File: src/sv/dual_quadrature_decoder_macros.svh
// -----------------------------------------------------------------------------
// Dual quadrature decoder assertion macros
// Shared concurrent assertion forms, clocked on clock and disabled in reset.
// -----------------------------------------------------------------------------
`ifndef DUAL_QUADRATURE_DECODER_MACROS_SVH
`define DUAL_QUADRATURE_DECODER_MACROS_SVH

// Consequent must hold in the same cycle as the antecedent.
`define DQD_ASSERT_SAME(label, ante, cons, msg) \
   label: assert property (@(posedge clock) disable iff (reset) (ante) |-> (cons)) \
      else $error(msg);

// Consequent must hold in the cycle after the antecedent.
`define DQD_ASSERT_NEXT(label, ante, cons, msg) \
   label: assert property (@(posedge clock) disable iff (reset) (ante) |=> (cons)) \
      else $error(msg);

`endif

File: src/sv/dqd_pkg.sv
`timescale 1ns / 1ps
// -----------------------------------------------------------------------------
// Dual quadrature decoder package
// Request codes, register map, step table and per-channel control type.
// -----------------------------------------------------------------------------
package dqd_pkg;

   localparam int CSR_ADDR_W = 3;
   localparam int CSR_DATA_W = 32;

   localparam logic REG_LEFT_REVERSE  = 1'b0;
   localparam logic REG_RIGHT_REVERSE = 1'b1;

   localparam logic [2:0] REQ_EDGE       = 3'd0;
   localparam logic [2:0] REQ_READ_LEFT  = 3'd1;
   localparam logic [2:0] REQ_READ_RIGHT = 3'd2;
   localparam logic [2:0] REQ_CLEAR      = 3'd3;
   localparam logic [2:0] REQ_INIT       = 3'd4;

   localparam logic signed [31:0] ACC_MAX = 32'sh7FFF_FFFF;
   localparam logic signed [31:0] ACC_MIN = 32'sh8000_0000;
   localparam logic signed [15:0] OUT_MAX = 16'sh7FFF;
   localparam logic signed [15:0] OUT_MIN = 16'sh8000;

   typedef enum logic [1:0] {
      STEP_HOLD,
      STEP_UP,
      STEP_DOWN
   } step_type;

   typedef struct packed {
      logic step;
      logic take;
      logic clear;
      logic init;
   } chan_ctl_type;

   function automatic step_type step_code(input logic [3:0] idx);
      step_type code;
      unique case (idx)
         4'd1, 4'd7, 4'd8, 4'd14:   code = STEP_UP;
         4'd2, 4'd4, 4'd11, 4'd13:  code = STEP_DOWN;
         default:                   code = STEP_HOLD;
      endcase
      return code;
   endfunction

endpackage

File: src/sv/dqd_req_if.sv
`timescale 1ns / 1ps
// -----------------------------------------------------------------------------
// Dual quadrature decoder request channel
// Valid/ready channel carrying one request beat.
// -----------------------------------------------------------------------------
interface dqd_req_if;
   logic       valid;
   logic       ready;
   logic [2:0] req_type;
   logic [1:0] left_ab;
   logic [1:0] right_ab;
   logic       left_changed;
   logic       right_changed;

   modport source (
      output valid, req_type, left_ab, right_ab, left_changed, right_changed,
      input  ready
   );
   modport sink (
      input  valid, req_type, left_ab, right_ab, left_changed, right_changed,
      output ready
   );
endinterface

File: src/sv/dqd_rsp_if.sv
`timescale 1ns / 1ps
// -----------------------------------------------------------------------------
// Dual quadrature decoder response channel
// Valid/ready channel carrying one result beat.
// -----------------------------------------------------------------------------
interface dqd_rsp_if;
   logic               valid;
   logic               ready;
   logic signed [15:0] delta_out;
   logic        [31:0] left_illegal_count;
   logic        [31:0] right_illegal_count;

   modport source (
      output valid, delta_out, left_illegal_count, right_illegal_count,
      input  ready
   );
   modport sink (
      input  valid, delta_out, left_illegal_count, right_illegal_count,
      output ready
   );
endinterface

File: src/sv/dual_quadrature_decoder.sv
// A request beat is held in the input stage, then its result is registered for rsp.
// One request per cycle unless rsp stalls; the input stage refills as a result is taken.
// Each channel computes step, accumulate and count update combinationally into registers.
// Reset is synchronous: deltas, illegal counts, previous states and reverse bits go to zero.
`timescale 1ns / 1ps
// -----------------------------------------------------------------------------
// Dual quadrature decoder
// Two-channel 4x quadrature decoder with saturating deltas and illegal counts.
// -----------------------------------------------------------------------------
module dual_quadrature_decoder (
   input  logic                            clock,
   input  logic                            reset,
   dqd_req_if.sink                         req,
   dqd_rsp_if.source                       rsp,
   input  logic                            csr_psel,
   input  logic                            csr_penable,
   input  logic                            csr_pwrite,
   input  logic [dqd_pkg::CSR_ADDR_W-1:0]  csr_paddr,
   input  logic [dqd_pkg::CSR_DATA_W-1:0]  csr_pwdata,
   output logic [dqd_pkg::CSR_DATA_W-1:0]  csr_prdata,
   output logic                            csr_pready
);

   logic                  stage_valid_ff;
   logic [2:0]            req_type_ff;
   logic [1:0]            left_ab_ff;
   logic [1:0]            right_ab_ff;
   logic                  left_changed_ff;
   logic                  right_changed_ff;
   logic                  rsp_valid_ff;
   logic signed [15:0]    delta_ff;
   logic signed [15:0]    delta_in;
   logic [31:0]           left_bad_ff;
   logic [31:0]           right_bad_ff;
   logic [31:0]           left_bad_in;
   logic [31:0]           right_bad_in;
   logic signed [15:0]    left_delta;
   logic signed [15:0]    right_delta;
   logic                  advance;
   logic                  left_reverse;
   logic                  right_reverse;
   dqd_pkg::chan_ctl_type left_ctl;
   dqd_pkg::chan_ctl_type right_ctl;

   assign advance   = stage_valid_ff && (!rsp_valid_ff || rsp.ready);
   assign req.ready = !stage_valid_ff || advance;

   always_ff @(posedge clock) begin
      if (reset) begin
         stage_valid_ff <= 1'b0;
         rsp_valid_ff   <= 1'b0;
      end else begin
         if (req.ready) begin
            stage_valid_ff <= req.valid;
         end
         if (advance) begin
            rsp_valid_ff <= 1'b1;
         end else if (rsp.ready) begin
            rsp_valid_ff <= 1'b0;
         end
      end
      if (req.valid && req.ready) begin
         req_type_ff      <= req.req_type;
         left_ab_ff       <= req.left_ab;
         right_ab_ff      <= req.right_ab;
         left_changed_ff  <= req.left_changed;
         right_changed_ff <= req.right_changed;
      end
      if (advance) begin
         delta_ff     <= delta_in;
         left_bad_ff  <= left_bad_in;
         right_bad_ff <= right_bad_in;
      end
   end

   always_comb begin
      left_ctl  = '0;
      right_ctl = '0;
      delta_in  = '0;
      unique case (req_type_ff)
         dqd_pkg::REQ_EDGE: begin
            left_ctl.step  = advance && left_changed_ff;
            right_ctl.step = advance && right_changed_ff;
         end
         dqd_pkg::REQ_READ_LEFT: begin
            left_ctl.take = advance;
            delta_in      = left_delta;
         end
         dqd_pkg::REQ_READ_RIGHT: begin
            right_ctl.take = advance;
            delta_in       = right_delta;
         end
         dqd_pkg::REQ_CLEAR: begin
            left_ctl.clear  = advance;
            right_ctl.clear = advance;
         end
         dqd_pkg::REQ_INIT: begin
            left_ctl.init  = advance;
            right_ctl.init = advance;
         end
         default: ;
      endcase
   end

   dqd_csr u_csr (
      .clock         (clock),
      .reset         (reset),
      .psel          (csr_psel),
      .penable       (csr_penable),
      .pwrite        (csr_pwrite),
      .paddr         (csr_paddr),
      .pwdata        (csr_pwdata),
      .prdata        (csr_prdata),
      .pready        (csr_pready),
      .left_reverse  (left_reverse),
      .right_reverse (right_reverse)
   );

   dqd_chan u_left (
      .clock   (clock),
      .reset   (reset),
      .ctl     (left_ctl),
      .ab      (left_ab_ff),
      .reverse (left_reverse),
      .delta   (left_delta),
      .bad_in  (left_bad_in)
   );

   dqd_chan u_right (
      .clock   (clock),
      .reset   (reset),
      .ctl     (right_ctl),
      .ab      (right_ab_ff),
      .reverse (right_reverse),
      .delta   (right_delta),
      .bad_in  (right_bad_in)
   );

   assign rsp.valid               = rsp_valid_ff;
   assign rsp.delta_out           = delta_ff;
   assign rsp.left_illegal_count  = left_bad_ff;
   assign rsp.right_illegal_count = right_bad_ff;

endmodule

File: src/sv/dqd_csr.sv
`timescale 1ns / 1ps
// -----------------------------------------------------------------------------
// Dual quadrature decoder register file
// APB-style port holding the two direction reverse bits.
// -----------------------------------------------------------------------------
module dqd_csr (
   input  logic                            clock,
   input  logic                            reset,
   input  logic                            psel,
   input  logic                            penable,
   input  logic                            pwrite,
   input  logic [dqd_pkg::CSR_ADDR_W-1:0]  paddr,
   input  logic [dqd_pkg::CSR_DATA_W-1:0]  pwdata,
   output logic [dqd_pkg::CSR_DATA_W-1:0]  prdata,
   output logic                            pready,
   output logic                            left_reverse,
   output logic                            right_reverse
);

   logic left_reverse_ff;
   logic right_reverse_ff;
   logic wr_en;
   logic reg_sel;

   assign pready  = 1'b1;
   assign wr_en   = psel && penable && pwrite;
   assign reg_sel = paddr[2];

   always_ff @(posedge clock) begin
      if (reset) begin
         left_reverse_ff  <= 1'b0;
         right_reverse_ff <= 1'b0;
      end else if (wr_en) begin
         unique case (reg_sel)
            dqd_pkg::REG_LEFT_REVERSE:  left_reverse_ff  <= pwdata[0];
            dqd_pkg::REG_RIGHT_REVERSE: right_reverse_ff <= pwdata[0];
            default: ;
         endcase
      end
   end

   always_comb begin
      prdata = '0;
      unique case (reg_sel)
         dqd_pkg::REG_LEFT_REVERSE:  prdata[0] = left_reverse_ff;
         dqd_pkg::REG_RIGHT_REVERSE: prdata[0] = right_reverse_ff;
         default: ;
      endcase
   end

   assign left_reverse  = left_reverse_ff;
   assign right_reverse = right_reverse_ff;

endmodule

File: src/sv/dqd_chan.sv
`timescale 1ns / 1ps
// -----------------------------------------------------------------------------
// Dual quadrature decoder channel
// Step lookup, saturating delta accumulator and illegal transition counter.
// -----------------------------------------------------------------------------
`include "dual_quadrature_decoder_macros.svh"

module dqd_chan (
   input  logic                  clock,
   input  logic                  reset,
   input  dqd_pkg::chan_ctl_type ctl,
   input  logic [1:0]            ab,
   input  logic                  reverse,
   output logic signed [15:0]    delta,
   output logic [31:0]           bad_in
);

   logic        [1:0]  prev_ff;
   logic        [1:0]  prev_in;
   logic signed [31:0] accum_ff;
   logic signed [31:0] accum_in;
   logic        [31:0] bad_ff;
   dqd_pkg::step_type  step;
   logic               up;
   logic               fits;

   always_comb begin
      step     = dqd_pkg::step_code({prev_ff, ab});
      up       = (step == dqd_pkg::STEP_UP) ^ reverse;
      accum_in = accum_ff;
      prev_in  = prev_ff;
      bad_in   = bad_ff;
      if (ctl.step) begin
         if (step != dqd_pkg::STEP_HOLD) begin
            if (up) begin
               if (accum_ff != dqd_pkg::ACC_MAX) accum_in = accum_ff + 32'sd1;
            end else begin
               if (accum_ff != dqd_pkg::ACC_MIN) accum_in = accum_ff - 32'sd1;
            end
         end else if (ab != prev_ff) begin
            bad_in = bad_ff + 32'd1;
         end
         prev_in = ab;
      end
      if (ctl.take || ctl.clear) begin
         accum_in = '0;
      end
      if (ctl.init) begin
         prev_in  = ab;
         accum_in = '0;
         bad_in   = '0;
      end
   end

   always_ff @(posedge clock) begin
      if (reset) begin
         prev_ff  <= '0;
         accum_ff <= '0;
         bad_ff   <= '0;
      end else begin
         prev_ff  <= prev_in;
         accum_ff <= accum_in;
         bad_ff   <= bad_in;
      end
   end

   assign fits = (accum_ff[31:15] == '0) || (accum_ff[31:15] == '1);

   always_comb begin
      if (fits) begin
         delta = accum_ff[15:0];
      end else if (accum_ff[31]) begin
         delta = dqd_pkg::OUT_MIN;
      end else begin
         delta = dqd_pkg::OUT_MAX;
      end
   end

   `DQD_ASSERT_NEXT(a_take_clears, ctl.take, accum_ff == '0, "read did not clear accumulator")
   `DQD_ASSERT_NEXT(a_init_loads, ctl.init, bad_ff == '0 && prev_ff == $past(ab),
      "init did not load state")
   `DQD_ASSERT_NEXT(a_idle_holds, ctl == '0, $stable(accum_ff) && $stable(bad_ff),
      "channel state moved without a request")
   `DQD_ASSERT_SAME(a_bad_step, bad_in != bad_ff && !ctl.init,
      ctl.step && step == dqd_pkg::STEP_HOLD, "illegal count moved on a legal step")

endmodule

File: src/flat_wrapper.sv
// flat-port wrapper written by rule: the top's interface ports become plain ports
module dual_quadrature_decoder_flat 
  (clock, reset, csr_psel, csr_penable, csr_pwrite, csr_paddr, csr_pwdata, csr_prdata, csr_pready, req_valid, req_req_type, req_left_ab, req_right_ab, req_left_changed, req_right_changed, req_ready, rsp_valid, rsp_delta_out, rsp_left_illegal_count, rsp_right_illegal_count, rsp_ready);
  dqd_req_if req_i ();
  dqd_rsp_if rsp_i ();
  input  logic clock;
  input  logic reset;
  input  logic csr_psel;
  input  logic csr_penable;
  input  logic csr_pwrite;
  input  logic [dqd_pkg::CSR_ADDR_W-1:0] csr_paddr;
  input  logic [dqd_pkg::CSR_DATA_W-1:0] csr_pwdata;
  output logic [dqd_pkg::CSR_DATA_W-1:0] csr_prdata;
  output logic csr_pready;
  input wire logic [$bits(req_i.valid)-1:0] req_valid;
  input wire logic [$bits(req_i.req_type)-1:0] req_req_type;
  input wire logic [$bits(req_i.left_ab)-1:0] req_left_ab;
  input wire logic [$bits(req_i.right_ab)-1:0] req_right_ab;
  input wire logic [$bits(req_i.left_changed)-1:0] req_left_changed;
  input wire logic [$bits(req_i.right_changed)-1:0] req_right_changed;
  output wire logic [$bits(req_i.ready)-1:0] req_ready;
  output wire logic [$bits(rsp_i.valid)-1:0] rsp_valid;
  output wire logic [$bits(rsp_i.delta_out)-1:0] rsp_delta_out;
  output wire logic [$bits(rsp_i.left_illegal_count)-1:0] rsp_left_illegal_count;
  output wire logic [$bits(rsp_i.right_illegal_count)-1:0] rsp_right_illegal_count;
  input wire logic [$bits(rsp_i.ready)-1:0] rsp_ready;
  assign req_i.valid = req_valid;
  assign req_i.req_type = req_req_type;
  assign req_i.left_ab = req_left_ab;
  assign req_i.right_ab = req_right_ab;
  assign req_i.left_changed = req_left_changed;
  assign req_i.right_changed = req_right_changed;
  assign req_ready = req_i.ready;
  assign rsp_valid = rsp_i.valid;
  assign rsp_delta_out = rsp_i.delta_out;
  assign rsp_left_illegal_count = rsp_i.left_illegal_count;
  assign rsp_right_illegal_count = rsp_i.right_illegal_count;
  assign rsp_i.ready = rsp_ready;
  dual_quadrature_decoder u_core (.clock(clock), .reset(reset), .req(req_i), .rsp(rsp_i), .csr_psel(csr_psel), .csr_penable(csr_penable), .csr_pwrite(csr_pwrite), .csr_paddr(csr_paddr), .csr_pwdata(csr_pwdata), .csr_prdata(csr_prdata), .csr_pready(csr_pready));
endmodule
File: config.mk
export PLATFORM = sky130hd
export DESIGN_NAME = dual_quadrature_decoder_flat
export DESIGN_NICKNAME = d
export VERILOG_FILES = /design/src/sv/dqd_pkg.sv /design/src/sv/dqd_req_if.sv /design/src/sv/dqd_rsp_if.sv /design/src/sv/dual_quadrature_decoder.sv /design/src/sv/dqd_csr.sv /design/src/sv/dqd_chan.sv /design/src/flat_wrapper.sv
export VERILOG_INCLUDE_DIRS = /design/src /design/src/sv
export SDC_FILE = /design/constraint.sdc
export NUM_CORES = 1
export LEC_CHECK = 0
export BUFFER_PORTS_ARGS = -buffer_cell sky130_fd_sc_hd__buf_2
export CELL_PAD_IN_SITES_DETAIL_PLACEMENT = 0
export CELL_PAD_IN_SITES_GLOBAL_PLACEMENT = 1
export CORE_MARGIN = 4
export CORE_UTILIZATION = 47
export CTS_CLUSTER_SIZE = 10
export DETAILED_ROUTE_END_ITERATION = 8
export PLACE_DENSITY_LB_ADDON = 0.1
export SYNTH_ARGS = -nofsm -noshare
export SYNTH_HDL_FRONTEND = slang
export SYNTH_SLANG_ARGS = --single-unit
File: constraint.sdc
create_clock -name clock -period 8.17 [get_ports clock]
set_input_delay 2.451 -clock clock [delete_from_list [all_inputs] [get_ports clock]]
set_output_delay 2.451 -clock clock [all_outputs]
set_load 0.02 [all_outputs]
==> impl_results.rst, run 1 <==
.. list-table::
   :header-rows: 1

   * - Metric
     - Value
   * - Aggregate routed wire length
     - 29200 µm
   * - Worst Path Arrival
     - 3100 ps
   * - Category of the worst setup path capture point
     - output port
   * - Fraction of registers with async set/reset
     - 0%
   * - Most used DFF post-synth
     - sky130_fd_sc_hd__dfxtp_1
   * - Number of DRC markers after the initial detailed-route iteration
     - 652
   * - Number of clock sinks seen by CTS
     - 225
   * - Area of the multi-input gates
     - 5890 µm²
   * - Max clock buf depth
     - 3
   * - Clock slew at reported path FFs
     - 50 ps
   * - Number of flops mapped to enable cells by yosys
     - 89
   * - Sequential share of the synthesized area
     - 45.5%
   * - ANT nets after route
     - 0
   * - Buffer cell driving the clock tree root
     - sky130_fd_sc_hd__clkbuf_16
   * - Post-synthesis instance area
     - 11900 µm²
   * - Static power due to leakage
     - 4.82 nW
   * - Final antenna diode count
     - 0
   * - Post-route fraction of the period consumed by the critical path
     - 67.9%
   * - Number of buffers created by CTS
     - 27
   * - Via density
     - 5.60
   * - Core region area
     - 24600 µm²
   * - Number of setup buffers added after CTS
     - 0
   * - Critical-path maximum fanout
     - 3
   * - Share of final-layout standard cells stronger than drive strength 1
     - 12.1%
   * - Pre-CTS setup slack
     - 2630 ps
   * - Overflow left after global routing
     - 0
   * - I/O Pins
     - 166
   * - Unique masters post-synth
     - 71
   * - Final critical-path setup slack
     - 2620 ps
   * - Detailed-placement wirelength estimate
     - 19900 µm
   * - Gate count after technology mapping
     - 1370
   * - Outcome
     - finished clean
   * - Setup repair after global routing missed its margin
     - no
   * - Crit path time final
     - 5550 ps
   * - Final weighted congestion in routability-driven placement
     - 0.869
   * - Setup TNS
     - 0 ps
   * - All-layer global routing usage
     - 20.5%
   * - First drt pass iteration count
     - 5
   * - Max_cap viols
     - 0
   * - Register Area
     - 5400 µm²
   * - Total number of vias
     - 9804
   * - Worst EP required
     - 5720 ps
   * - Routed wire length per instance
     - 16.6 µm
   * - Die height
     - 167 µm
   * - Slew Viols, Final
     - 0
   * - Via count of the first global-routing pass
     - 9219
   * - FF-to-FF path depth
     - 13
   * - H-tree levels
     - 1
   * - Net count reported at finish
     - 1465
   * - Class of the tightest hold or removal check
     - register to register
   * - Number of failing setup endpoints in the final timing report
     - 0
   * - Standard-cell row count
     - 57
   * - PD cells
     - 189 nW/µm²
   * - First-pass GRT wire length
     - 48600 µm
   * - Chip width
     - 167 µm
   * - Post-cts sizing count
     - 0
   * - Worst skew pair latency
     - 520 ps
   * - Initial cell density of the core
     - 48.2%
   * - Buffers on Ports
     - 100
   * - Type of element launching the critical path
     - input pin
   * - Count of state elements after synthesis
     - 225
   * - Setup Crit Path Kind
     - input pin to output port
   * - Hold-fix buffers, CTS
     - 0
   * - Filler cells
     - 2386
   * - Maximum number of pins on one net before global-route repair
     - 88
   * - Transition time at the pin with the least slew margin
     - 1080 ps
   * - Die footprint
     - 27900 µm²
   * - Worst clock skew
     - 12.6 ps
   * - Final Hold Viols
     - 0
   * - Number of antenna violations at the first check in global routing
     - 0
   * - Setup slack of the worst register-to-register path
     - 3910 ps
   * - Average cell area after synthesis
     - 8.66 µm²
   * - Most frequent cells in the layout
     - 258 x sky130_fd_sc_hd__nor2_1, 136 x sky130_fd_sc_hd__dfxtp_1, 100 x sky130_fd_sc_hd__buf_2, 91 x sky130_fd_sc_hd__nand2_1, 89 x sky130_fd_sc_hd__edfxtp_1
   * - Most common cell after layout, fill and taps aside
     - sky130_fd_sc_hd__nor2_1
   * - Relative max-transition margin
     - 28.3%
   * - Top achievable clock speed
     - 180 MHz
   * - TritonCTS clock tree
     - done
   * - Maximum vdd drop
     - 0.000138 V
   * - Syn-to-layout area delta
     - 10.2%
   * - Total number of yosys warnings
     - 0
   * - Number of remaining DRC errors
     - 0
   * - Instance count along the most critical hold path
     - 2
metal layers:
layer,routed length (µm),track usage [%],vias to the layer above,part of all wire [%]
met3,1790,3.03,38,6.1
met4,563,4.55,0,1.9
met1,13500,29.8,4584,46
li1,-,-,4873,-
met5,0,0,-,0
met2,13300,32.6,309,46
cells by family after synthesis:
logic type	after synthesis	synth area share [%]
fa+ha+maj	4	0.422
simple gates	688	28.8
mux	25	2.17
compound gates	167	8.70
xor+xnor	114	8.41
other cells	2	0.0633
flops	225	45.5
buf+inv	145	5.96
cell usage after synthesis (all sizes together), types with 9 or more instances:
library cell	n	area [µm²]
a21oi	69	349
and2	9	56.3
and3	13	81.3
and4	13	114
buf	54	365
clkbuf	76	285
dfxtp	136	2720
edfxtp	89	2670
inv	15	56.3
mux2i	22	220
nand2	91	342
nand2b	9	56.3
nand3	59	295
nand4	43	269
nor2	260	981
nor3	67	347
nor4	39	263
nor4b	9	78.8
o21ai	36	180
o22ai	16	100
or2	11	68.8
or3	33	206
or4	18	150
xnor2	70	613
xor2	44	385
cell type report:
cell class	count	area share, %
Multi-Input combinational cell	1030	45.0
Clock buffer	44	5.65
Sequential cell	225	41.2
Clock inverter	3	0.124
Timing Repair Buffer	111	4.46
Tap cell	324	3.10
Inverter	15	0.430
sequential cells by signal, summed over array words and instances (netlist names):
name,flops
u_core.u_left.bad_ff,32
u_core.right_ab_ff,2
u_core.rsp.delta_out,16
u_core.u_right.prev_ff,2
u_core.u_csr.left_reverse,1
u_core.right_changed_ff,1
u_core.rsp.valid,1
u_core.left_changed_ff,1
u_core.rsp.left_illegal_count,32
u_core.u_left.prev_ff,2
u_core.u_left.accum_ff,32
u_core.rsp.right_illegal_count,32
u_core.req_type_ff,3
u_core.u_csr.right_reverse,1
u_core.u_right.accum_ff,32
u_core.left_ab_ff,2
u_core.stage_valid_ff,1
u_core.u_right.bad_ff,32
critical path, stage by stage:
cell and delay [ps]:
sky130_fd_sc_hd__buf_2 100, sky130_fd_sc_hd__nor2b_1 200, sky130_fd_sc_hd__nand2_1 150, sky130_fd_sc_hd__buf_2 190
power breakdown:
part           leakage [nW]  internal [mW]  switching (mW)  total, mW
clock                 0.358          0.610           0.439       1.05
combinational          2.56         0.0652           0.156      0.221
sequential             1.90           1.19          0.0145       1.21
total                  4.82           1.87           0.609       2.48
metrics by stage:
| stage | std cells | util [%] | hold WS, ps | cell area [µm²] | power (mW) |
|---|---|---|---|---|---|
| global placement | 1705 | 50.1 | 508 | 12300 | 1.45 |
| finish | 1752 | 53.2 | 522 | 13100 | 2.48 |
| CTS | 1752 | 53.2 | 527 | 13100 | 2.51 |
| floorplan | 1400 | - | 467 | 12000 | 1.40 |
| detailed placement | 1705 | 50.1 | 516 | 12300 | 1.45 |
| global route | 1752 | 53.2 | 554 | 13100 | 2.58 |
worst paths after layout:
| kind | startpoint | endpoint |
|---|---|---|
| worst min register to register | u_core.u_left.accum_ff[28] | u_core.u_left.accum_ff[28] |
| worst max register to register | u_core.right_ab_ff[0] | u_core.u_right.accum_ff[18] |
| worst min-delay path | u_core.u_left.accum_ff[28] | u_core.u_left.accum_ff[28] |
| worst max-delay path | rsp_ready | req_ready |
Power figures use the tool's default switching activity.
==> inputs of run 2 (changes only) <==
- ABC_AREA: unset -> 1
- CORE_UTILIZATION: 47 -> 39
- clock period: 8.17 -> 4.8 ns (I/O delays scaled with it)
==> run 2 against run 1 <==
Clock-buffer cell count is 3 higher; die area is 38% higher; area after synthesis is 16% higher; hold slack worse by 7.6 ps; critical path type is now register to register.
==> impl_results.rst, run 2 <==
.. list-table::
   :header-rows: 1

   * - Metric
     - Value
   * - Most frequent cell after synthesis
     - sky130_fd_sc_hd__nand2_1
   * - Buffer cell driving the clock tree root
     - sky130_fd_sc_hd__clkbuf_16
   * - Routed wire length per instance
     - 16.2 µm (-2.5%)
   * - Total number of vias
     - 12763 (+30%)
   * - Sequential share of the synthesized area
     - 39.1% (-6.4 points)
   * - Category of the worst setup path capture point
     - register
   * - Count of state elements after synthesis
     - 225 (unchanged)
   * - H-tree levels
     - 1 (unchanged)
   * - Outcome
     - finished clean
   * - Detailed-placement wirelength estimate
     - 29900 µm (+50%)
   * - Core region area
     - 34700 µm² (+41%)
   * - Worst Path Arrival
     - 3880 ps (+780 ps)
   * - Internal Dissipation
     - 3.39 mW (+82%)
   * - Most common cell after layout, fill and taps aside
     - sky130_fd_sc_hd__nand2_1
   * - Overflow left after global routing
     - 0 (unchanged)
   * - Leading post-synthesis cells by instance count
     - 469 x sky130_fd_sc_hd__nand2_1, 294 x sky130_fd_sc_hd__nor2_1, 240 x sky130_fd_sc_hd__inv_1
   * - Number of buffers created by CTS
     - 28 (+3.7%)
   * - Psw
     - 1.30 mW (+110%)
   * - Most used DFF post-synth
     - sky130_fd_sc_hd__dfxtp_1
   * - Standard-cell row count
     - 68 (+19%)
   * - Placed instance area
     - 14600 µm² (+18%)
   * - Fraction of power consumed by combinational cells
     - 13.2% (+4.3 points)
   * - Number of failing setup endpoints in the final timing report
     - 0 (unchanged)
   * - Cell breakdown of the critical path
     - xnor2_2, nand2_2, nand2_2, nand2_1, buf_4, nand2_1, nand2_1, nor2_1, nand2_1, nor2_1, nand2_1, nand2_1, nand3_1, nand3_1, nand3_1, nand2_1, inv_1
   * - Gate count after technology mapping
     - 1977 (+44%)
   * - Number of flops mapped to enable cells by yosys
     - 89 (unchanged)
   * - First drt pass iteration count
     - 5 (unchanged)
   * - Final instance area
     - 15400 µm² (+18%)
   * - Aggregate routed wire length
     - 41200 µm (+41%)
   * - PD cells
     - 304 nW/µm² (+60%)
   * - I/O Pins
     - 166 (unchanged)
   * - All-layer global routing usage
     - 20.9% (+0.39 points)
   * - Post-synthesis instance area
     - 13800 µm² (+16%)
   * - Final antenna diode count
     - 0 (unchanged)
   * - Critical-path maximum fanout
     - 25 (+22)
   * - Crit path time final
     - 3440 ps
   * - Hold-fix buffers, CTS
     - 0 (unchanged)
   * - Sequential share of power
     - 43.7% (-5.0 points)
   * - Fraction of registers with async set/reset
     - 0% (unchanged)
   * - First-pass GRT wire length
     - 66100 µm (+36%)
   * - Die height
     - 196 µm (+18%)
   * - Power share of the clock group
     - 43.1% (+0.7 points)
   * - Setup TNS
     - 0 ps (unchanged)
   * - Chip width
     - 196 µm (+18%)
   * - Number of setup buffers added after CTS
     - 0 (unchanged)
   * - Worst clock skew
     - 10.4 ps (-2.18 ps)
   * - Number of DRC markers after the initial detailed-route iteration
     - 679 (+4.1%)
   * - Largest cells by area after synthesis
     - sky130_fd_sc_hd__dfxtp_1 20%, sky130_fd_sc_hd__edfxtp_1 19%, sky130_fd_sc_hd__nand2_1 13%
   * - Most frequent cells in the layout
     - 469 x sky130_fd_sc_hd__nand2_1, 294 x sky130_fd_sc_hd__nor2_1, 239 x sky130_fd_sc_hd__inv_1, 136 x sky130_fd_sc_hd__dfxtp_1, 132 x sky130_fd_sc_hd__nand3_1
   * - Share of final-layout standard cells stronger than drive strength 1
     - 11.0% (-1.1 points)
   * - Average cell area after synthesis
     - 6.98 µm² (-19%)
   * - Number of antenna violations at the first check in global routing
     - 0 (unchanged)
   * - Post-route fraction of the period consumed by the critical path
     - 71.6%
   * - Initial cell density of the core
     - 39.8% (-8.5 points)
   * - Number of remaining DRC errors
     - 0 (unchanged)
   * - Maximum number of pins on one net before global-route repair
     - 81 (-8.0%)
   * - ANT nets after route
     - 0 (unchanged)
   * - Number of clock sinks seen by CTS
     - 225 (unchanged)
   * - Final Util
     - 44.5% (-8.7 points)
   * - Static power due to leakage
     - 6.86 nW (+42%)
   * - Slew Viols, Final
     - 0 (unchanged)
   * - Final weighted congestion in routability-driven placement
     - 0.902 (+3.8%)
   * - Final Hold Viols
     - 0 (unchanged)
   * - Post-cts sizing count
     - 0 (unchanged)
   * - Class of the tightest hold or removal check
     - register to register
   * - Max_cap viols
     - 0 (unchanged)
   * - Total number of yosys warnings
     - 0 (unchanged)
   * - Max clock buf depth
     - 3 (unchanged)
   * - Clock slew at reported path FFs
     - 60 ps (about the same)
   * - Via density
     - 5.03 (-10%)
   * - Worst skew pair latency
     - 550 ps (+30 ps)
   * - Worst EP required
     - 5250 ps (-470 ps)
   * - Setup Crit Path Kind
     - register to register
   * - Via count of the first global-routing pass
     - 12573 (+36%)
   * - Syn-to-layout area delta
     - 11.8%
   * - Die footprint
     - 38500 µm² (+38%)
   * - Net switching share of the total power
     - 27.7% (+3.0 points)
   * - Type of element launching the critical path
     - register
   * - TritonCTS clock tree
     - done
   * - Worst path slowest cell
     - sky130_fd_sc_hd__nand2_1
   * - Most numerous cell on the critical path
     - sky130_fd_sc_hd__nand2_1
   * - Share of the synthesized area in the top cell type
     - 19.7% (-3.2 points)
   * - Top achievable clock speed
     - 291 MHz
   * - Stage delay of the slowest cell on the critical path
     - 540 ps (+340 ps)
   * - Maximum vdd drop
     - 0.000271 V (+97%)
   * - Buffers on Ports
     - 100 (unchanged)
   * - Unique masters post-synth
     - 51 (-28%)
   * - Net count reported at finish
     - 2115 (+44%)
   * - Setup repair after global routing missed its margin
     - no
   * - Transition time at the pin with the least slew margin
     - 1080 ps (+8.12 ps)
   * - Leading area contributor after synthesis
     - sky130_fd_sc_hd__dfxtp_1
   * - Relative max-transition margin
     - 27.7% (-0.54 points)
==> run 2: changes by cell type in the layout (fill, tap and decap cells not counted), moves of 14 or more <==
cell	before	now
sky130_fd_sc_hd__nand3_1	59	132
sky130_fd_sc_hd__o21ai_0	32	54
sky130_fd_sc_hd__inv_2	0	14
sky130_fd_sc_hd__nand4_1	43	29
sky130_fd_sc_hd__or3_1	33	0
sky130_fd_sc_hd__mux2i_1	22	0
sky130_fd_sc_hd__inv_1	15	239
sky130_fd_sc_hd__o21ai_1	4	31
sky130_fd_sc_hd__nand2_1	91	469
sky130_fd_sc_hd__nor2_1	258	294
sky130_fd_sc_hd__xnor2_1	70	24
sky130_fd_sc_hd__nand2_2	0	23
sky130_fd_sc_hd__o41ai_1	2	34
==> run 2: path summary, 6_finish.rpt <==
check / from / end / slack (ps) / depth (start not counted)
setup reg to reg: u_core.left_ab_ff[1] / u_core.u_left.accum_ff[28] / 1360 / 17
hold reg to reg: u_core.u_right.prev_ff[1] / u_core.u_right.prev_ff[1] / 510 / 2
setup / recovery: u_core.left_ab_ff[1] / u_core.u_left.accum_ff[28] / 1360 / 17
hold / removal: u_core.u_right.prev_ff[1] / u_core.u_right.prev_ff[1] / 510 / 2
==> run 2: per-stage QoR <==
stage	worst slack (ps)	cells	total power [mW]	hold slack (ps)
after global placement	853	2485	2.71	494
final	1360	2537	4.69	514
after CTS	1390	2537	4.77	512
after floorplan	549	2007	2.57	479
after global routing	1090	2537	4.91	546
after detailed placement	798	2485	2.71	503
==> run 2: layout make-up <==
class,count,area [µm²]
Inverter,254,957
Fill cell,3655,19300
Clock buffer,47,813
Multi-Input combinational cell,1435,7030
Tap cell,455,569
Clock inverter,5,52.6
Timing Repair Buffer,116,621
Sequential cell,225,5400
==> run 2: per-layer routing <==
metal | share of wire, % | routed length (µm) | track usage [%] | up-vias
met4 | 2.9 | 1190 | 5.92 | 0
met2 | 47 | 19500 | 36.0 | 264
met5 | 0 | 0 | 0 | -
li1 | - | - | - | 6562
met1 | 46 | 18700 | 27.6 | 5871
met3 | 4.1 | 1700 | 2.90 | 66
==> run 2: cell families after synthesis <==
kind of cell / share of synthesized area, %
flip-flops: 39.1
buffers and inverters: 10.9
other: 0.0544
XOR/XNOR: 5.65
adder cells (fa/ha/maj): 0.363
AND/OR/NAND/NOR: 33.7
AO/OA/AOI/OAI: 10.2
==> run 2: power by group through the flow <==
stage | combinational, mW | clock [mW] | sequential [mW]
6_report | 0.618 | 2.02 | 2.05
5_1_grt | 0.691 | 2.17 | 2.05
4_1_cts | 0.620 | 2.10 | 2.05
3_5_place_dp | 0.618 | 0 | 2.09
3_3_place_gp | 0.616 | 0 | 2.09
2_1_floorplan | 0.442 | 0 | 2.12
==> run 2: critical path, delay by kind of cell, from the launching register on <==
| family | cells | cell delay, ps |
|---|---|---|
| buf+inv | 2 | 460 |
| simple gates | 14 | 2140 |
| flops | 1 | 460 |
| xor+xnor | 1 | 260 |
